<file path="config.mk">
export PLATFORM = sky130hd
export DESIGN_NAME = pfld_ctrl
export DESIGN_NICKNAME = d
export VERILOG_FILES = /design/src/hdl/pfld_pkg.sv /design/src/hdl/pfld_ctrl.sv
export SDC_FILE = /design/constraint.sdc
export NUM_CORES = 1
export LEC_CHECK = 0
export BUFFER_PORTS_ARGS = -buffer_cell sky130_fd_sc_hd__buf_2
export CORE_AREA = 2 2 39 41
export CTS_BUF_LIST = sky130_fd_sc_hd__clkbuf_16
export CTS_CLUSTER_DIAMETER = 120
export DETAILED_ROUTE_END_ITERATION = 7
export DIE_AREA = 0 0 41 43
export REMOVE_ABC_BUFFERS = 1
export SYNTH_ARGS = -nofsm -noshare
export SYNTH_HDL_FRONTEND = slang
export SYNTH_SLANG_ARGS = --single-unit
</file>
<file path="constraint.sdc">
create_clock -name clk -period 1.1 [get_ports clk]
set_input_delay 0.22 -clock clk [delete_from_list [all_inputs] [get_ports clk]]
set_output_delay 0.22 -clock clk [all_outputs]
set_load 0.03 [all_outputs]
</file>
<file path="src/hdl/pfld_pkg.sv">
`timescale 1ns / 1ps
package pfld_pkg;

	localparam int MODE_W  = 2;
	localparam int COORD_W = 8;
	localparam int INDEX_W = 10;
	localparam int BYTE_W  = 8;

	typedef enum logic [MODE_W-1:0] {
		MODE_FILL  = 2'd0,
		MODE_PIXEL = 2'd1,
		MODE_LINE  = 2'd2,
		MODE_READ  = 2'd3
	} mode_t;

	// controller -> datapath
	typedef struct packed {
		logic accept;    // latch the request fields, rewind the sweep counter
		logic rd_sel;    // memory read address from the read index
		logic clr_run;   // write fill byte at sweep counter, advance
		logic pix_wr;    // write back the modified byte of the current pixel
		logic step;      // advance the line walk by one pixel
		logic out_load;  // load the response register
	} ctl_t;

	// datapath -> controller
	typedef struct packed {
		logic clr_last;
		logic at_end;
		logic out_busy;
	} sts_t;

endpackage

</file>
<file path="src/hdl/pfld_ctrl.sv">
`timescale 1ns / 1ps
module pfld_ctrl (
	input  logic                        clk,
	input  logic                        arst_n,
	input  logic                        in_valid,
	input  logic [pfld_pkg::MODE_W-1:0] in_mode,
	output logic                        in_ready,
	output pfld_pkg::ctl_t              ctl,
	input  pfld_pkg::sts_t              sts
);
	import pfld_pkg::*;

	typedef enum logic [5:0] {
		S_CLEAR = 6'b000001,
		S_IDLE  = 6'b000010,
		S_PLOT  = 6'b000100,
		S_WRITE = 6'b001000,
		S_RD    = 6'b010000,
		S_ROUT  = 6'b100000
	} state_t;

	state_t state_q;
	state_t state_nx;

	always_comb begin
		state_nx = state_q;
		ctl      = '0;
		in_ready = 1'b0;
		unique case (state_q)
			S_CLEAR: begin
				ctl.clr_run = 1'b1;
				if (sts.clr_last) begin
					state_nx = S_IDLE;
				end
			end
			S_IDLE: begin
				in_ready = 1'b1;
				if (in_valid) begin
					ctl.accept = 1'b1;
					unique case (mode_t'(in_mode)) inside
						MODE_FILL:             state_nx = S_CLEAR;
						MODE_PIXEL, MODE_LINE: state_nx = S_PLOT;
						MODE_READ:             state_nx = S_RD;
						default:               state_nx = S_IDLE;
					endcase
				end
			end
			// byte of the current pixel is read here, written back in S_WRITE
			S_PLOT: begin
				state_nx = S_WRITE;
			end
			S_WRITE: begin
				ctl.pix_wr = 1'b1;
				if (sts.at_end) begin
					state_nx = S_IDLE;
				end else begin
					ctl.step = 1'b1;
					state_nx = S_PLOT;
				end
			end
			S_RD: begin
				ctl.rd_sel = 1'b1;
				state_nx   = S_ROUT;
			end
			S_ROUT: begin
				ctl.rd_sel = 1'b1;
				if (!sts.out_busy) begin
					ctl.out_load = 1'b1;
					state_nx     = S_IDLE;
				end
			end
			default: begin
				state_nx = S_IDLE;
			end
		endcase
	end

	// reset starts with a zero-fill sweep of the store
	always_ff @(posedge clk or negedge arst_n) begin
		if (!arst_n) begin
			state_q <= S_CLEAR;
		end else begin
			state_q <= state_nx;
		end
	end

endmodule

</file>
==> flow_summary.html <==
<table>
<tr><th>Metric</th><th>Value</th></tr>
<tr><th colspan="2">Drt</th></tr>
<tr><td>Number of remaining DRC errors</td><td>0</td></tr>
<tr><td>Routed wirelength normalized by instance count</td><td>11.9 µm</td></tr>
<tr><td>Routed Wire Length</td><td>1190 µm</td></tr>
<tr><td>Highest metal used</td><td>met4</td></tr>
<tr><td>Met3 wirelength from detailed routing</td><td>53 µm</td></tr>
<tr><td>Detailed-routing wirelength on met1</td><td>478 µm</td></tr>
<tr><td>Via-per-instance ratio</td><td>4.77</td></tr>
<tr><td>Number of detailed-route iterations in the first pass</td><td>2</td></tr>
<tr><td>DRC violation total after the first TritonRoute iteration</td><td>2</td></tr>
<tr><td>Total via count after detailed routing</td><td>477</td></tr>
<tr><td>Total met2 wirelength after detailed routing</td><td>641 µm</td></tr>
<tr><td>Number of routed nets with antenna violations</td><td>0</td></tr>
<tr><th colspan="2">GRT</th></tr>
<tr><td>Maximum number of pins on one net before global-route repair</td><td>7</td></tr>
<tr><td>Global-route wire length before repair</td><td>1860 µm</td></tr>
<tr><td>Initial antenna violation count</td><td>0</td></tr>
<tr><td>Vias in the first global route</td><td>482</td></tr>
<tr><td>Total congestion overflow</td><td>0</td></tr>
<tr><td>Total routing resource utilization after global routing</td><td>0.162</td></tr>
<tr><th colspan="2">Clocking</th></tr>
<tr><td>CTS max path bufs</td><td>2</td></tr>
<tr><td>Clock buffers created by TritonCTS</td><td>3</td></tr>
<tr><td>TritonCTS clock tree</td><td>done</td></tr>
<tr><td>Insertion delay to the later sink of the worst-skew pair</td><td>230 ps</td></tr>
<tr><td>Clock-pin slew reported for the worst setup and hold paths after clock tree synthesis</td><td>40 ps</td></tr>
<tr><td>Buffer type at the clock tree root</td><td>clkbuf_16</td></tr>
<tr><td>Total number of H-tree levels</td><td>1</td></tr>
<tr><td>Num Clock Sinks</td><td>6</td></tr>
<tr><th colspan="2">Finish</th></tr>
<tr><td>Top flop regs</td><td>state_q: 6 flops</td></tr>
<tr><td>Footprint of the multi-input gates</td><td>324 µm²</td></tr>
<tr><td>Total number of nets in the final design</td><td>96</td></tr>
<tr><td>Sequential cell area in the final layout</td><td>155 µm²</td></tr>
<tr><td>Area overhead of the layout relative to synthesis</td><td>90.2%</td></tr>
<tr><td>Number of flip-flops in the largest register</td><td>6</td></tr>
<tr><td>Post-route cell area</td><td>852 µm²</td></tr>
<tr><td>Filler cell count</td><td>127</td></tr>
<tr><td>Top register by number of flip-flops</td><td>state_q</td></tr>
<tr><td>Antenna diodes</td><td>0</td></tr>
<tr><td>Fin util</td><td>0.616</td></tr>
<tr><td>Fraction of layout instances using a drive strength above 1</td><td>0.643</td></tr>
<tr><th colspan="2">Placed design</th></tr>
<tr><td>Worst setup slack before clock tree synthesis</td><td>-351 ps</td></tr>
<tr><td>Gp weighted congestion</td><td>0.741</td></tr>
<tr><td>DP HPWL</td><td>822 µm</td></tr>
<tr><td>Dpl cell area</td><td>617 µm²</td></tr>
<tr><td>Port Buffers</td><td>14</td></tr>
<tr><th colspan="2">Timing</th></tr>
<tr><td>Fin. max-slew vios</td><td>0</td></tr>
<tr><td>Final Worst Setup Slack</td><td>-521 ps</td></tr>
<tr><td>Total Neg Setup Slack</td><td>-4390 ps</td></tr>
<tr><td>Final Setup Violations</td><td>12</td></tr>
<tr><td>Worst Max-Slew Pin Slew</td><td>236 ps</td></tr>
<tr><td>Clock Skews</td><td>4.81 ps</td></tr>
<tr><td>Fmax achieved</td><td>617 MHz</td></tr>
<tr><td>Worst slew slack as a fraction of its limit</td><td>0.841</td></tr>
<tr><td>Final critical-path required period</td><td>1620 ps</td></tr>
<tr><td>Final Hold Vio Count</td><td>0</td></tr>
<tr><td>Unrepaired setup endpoints after global routing</td><td>true</td></tr>
<tr><td>Part of the cycle the worst path needs</td><td>1.47</td></tr>
<tr><th colspan="2">Logic synthesis</th></tr>
<tr><td>Total of flip-flops plus latches after synthesis</td><td>6</td></tr>
<tr><td>Number of warnings printed during yosys synthesis</td><td>0</td></tr>
<tr><td>Mean area per synthesized cell</td><td>9.33 µm²</td></tr>
<tr><td>Library cell with the largest summed area after synthesis</td><td>dfrtp_1</td></tr>
<tr><td>Ranking of synthesized cells by area</td><td>dfrtp_1 (28%), ha_1 (8.4%), dfstp_2 (5.9%)</td></tr>
<tr><td>Register area share after synthesis</td><td>0.338</td></tr>
<tr><td>Distinct cells, synth</td><td>26</td></tr>
<tr><td>Post-synth top area share</td><td>0.279</td></tr>
<tr><td>Main synth FF type</td><td>dfrtp_1</td></tr>
<tr><td>Number of standard cells after synthesis</td><td>48</td></tr>
<tr><td>Share of synthesized registers carrying an async set or reset</td><td>1.00</td></tr>
<tr><td>Synthesized cell area</td><td>448 µm²</td></tr>
<tr><td>Number of enable-type register cells in the synthesized netlist</td><td>0</td></tr>
<tr><td>Synth cell count leaders</td><td>dfrtp_1 (5), inv_1 (5), nor2_1 (5)</td></tr>
<tr><th colspan="2">Run</th></tr>
<tr><td>Number of maximum-capacitance constraint violations</td><td>0</td></tr>
<tr><th colspan="2">Critical path</th></tr>
<tr><td>Cell with the largest stage delay on the worst path</td><td>dfrtp_1</td></tr>
<tr><td>CP max stage delay</td><td>390 ps</td></tr>
<tr><td>Crit path max fanout</td><td>3</td></tr>
<tr><td>Type of the setup path with the least slack</td><td>flop to output pin</td></tr>
<tr><td>Top Family by Delay on Critical Path</td><td>simple AND/OR/NAND/NOR gates</td></tr>
<tr><td>Element type at the critical path start</td><td>flop</td></tr>
<tr><td>Cell repeated most along the worst path</td><td>nor3_2</td></tr>
<tr><td>Worst flop-to-flop path startpoint</td><td>state_q[3]$_DFFE_PN0P_</td></tr>
<tr><td>Buffering stage count on the worst path with inverters included</td><td>1</td></tr>
<tr><td>Required time at the endpoint of the critical path</td><td>880 ps</td></tr>
<tr><td>WP data arrival</td><td>1400 ps</td></tr>
<tr><td>R2r worst-path depth</td><td>7</td></tr>
<tr><td>Nature of the critical path endpoint</td><td>output pin</td></tr>
<tr><td>R2R Path End</td><td>state_q[1]$_DFFE_PN0P_</td></tr>
<tr><td>List of cells traversed by the critical path</td><td>nor3_2 &gt; or2b_1 &gt; nor3_2 &gt; buf_4</td></tr>
<tr><td>Register-to-Register Setup Slack</td><td>-450 ps</td></tr>
<tr><th colspan="2">Die</th></tr>
<tr><td>Die Width</td><td>41 µm</td></tr>
<tr><td>Area of the core</td><td>1380 µm²</td></tr>
<tr><td>Ports placed on the boundary</td><td>15</td></tr>
<tr><td>Die area</td><td>1760 µm²</td></tr>
<tr><td># rows</td><td>14</td></tr>
<tr><td>Initial standard-cell utilization of the core</td><td>0.324</td></tr>
<tr><td>Die Y-Extent</td><td>43 µm</td></tr>
<tr><th colspan="2">Power</th></tr>
<tr><td>Cell Pwr Density</td><td>2590 nW/µm²</td></tr>
<tr><td>Static Leakage</td><td>0.428 nW</td></tr>
<tr><td>Peak ir drop on the vdd network</td><td>0.00133 V</td></tr>
<tr><td>Design Power</td><td>2.21 mW</td></tr>
<tr><th colspan="2">Status</th></tr>
<tr><td>Status</td><td>finished with violations</td></tr>
<tr><td>Failing checks</td><td>setup timing</td></tr>
<tr><th colspan="2">Min path</th></tr>
<tr><td>Origin of the worst min-delay path</td><td>in_valid</td></tr>
<tr><td>Hold Path Class</td><td>input pin to flop</td></tr>
<tr><td>Depth of the worst hold-timing path</td><td>3</td></tr>
<tr><td>Worst min-delay path endpoint</td><td>state_q[2]$_DFFE_PN0P_</td></tr>
</table>
cell usage in the layout, fill, tap and decap left out:
cell type	n
a21oi_1	1
nor3_4	1
buf_2	7
nor3_2	2
dlygate4sd3_1	1
nand2b_1	1
nand3b_1	3
nor2_1	3
dfstp_2	1
mux2i_1	1
clkbuf_16	3
and2_4	1
xor2_1	1
and3_4	1
or2b_1	2
a21o_1	1
and2b_1	1
buf_6	6
inv_1	6
nor2_4	2
a2bb2oi_2	1
dfrtp_1	2
buf_4	19
ha_1	3
a211oi_2	1
and3_2	1
nor2b_4	1
and3_1	1
and4bb_2	1
dfrtp_2	3
o21ai_1	1
o21ai_0	1
a21oi_2	3
a311o_1	1
report_power, final:
group	internal [mW]	switching, mW	total [mW]
sequential	0.293	0.0689	0.362
clock	0.471	0.117	0.587
combinational	0.669	0.589	1.26
total	1.43	0.775	2.21
how the worst max path moves through the flow:
stage,from,cells after the start,end,slack (ps)
after floorplan,state_q[2]$_DFFE_PN0P_,3,ctl[0],-690
after global placement,state_q[2]$_DFFE_PN0P_,4,ctl[0],-310
after CTS,state_q[3]$_DFFE_PN0P_,4,ctl[0],-520
after global routing,state_q[3]$_DFFE_PN0P_,4,ctl[0],-600
after detailed placement,state_q[2]$_DFFE_PN0P_,4,ctl[0],-350
final,state_q[3]$_DFFE_PN0P_,4,ctl[0],-520
metal layers:
layer / GRT usage / up-vias
met5: 0 / -
li1: - / 242
met4: 0.0933 / 0
met2: 0.281 / 14
met1: 0.156 / 219
met3: 0.0471 / 2
worst reg2reg max path, delay by kind of cell, from the launching register on:
| family | cells | cell delay (ps) |
|---|---|---|
| buffers and inverters | 3 | 370 |
| AOI/OAI and AO/OA | 3 | 540 |
| and+or+nand+nor | 1 | 120 |
| DFF | 1 | 390 |
metrics by stage:
stage          std cells  hold WS (ps)
3_3_place_gp          89          45.5
6_report             100           253
4_1_cts               98           252
2_1_floorplan         47         -75.6
5_1_grt              100           269
3_5_place_dp          89          45.9
repair_timing:
action                     in CTS  in global routing
gates resized for setup        28                  4
pin swaps                       9                  5
hold buffers                    1                  0
gates cloned                    0                  0
buffers inserted                4                  4
hold endpoints to repair        5                  0
setup endpoints to repair      12                 12
logic make-up (layout without fill, tap and decap cells):
kind of cell,after synthesis,count (layout),share of synthesized area
AND/OR/NAND/NOR,21,21,0.307
adder cells (fa/ha/maj),3,3,0.0838
flip-flops,6,6,0.338
XOR/XNOR,1,1,0.0196
multiplexers,1,1,0.0223
AO/OA/AOI/OAI,10,10,0.162
buffers and inverters,6,42,0.0670
cell type report:
cell class | instances | share of cell area
multi-input combinational | 36 | 0.380
timing repair buffer | 33 | 0.300
sequential | 6 | 0.182
clock buffer | 3 | 0.0881
tap | 16 | 0.0235
inverter | 5 | 0.0220
clock inverter | 1 | 0.00441
Note: power is estimated with default switching activity, not from simulation.
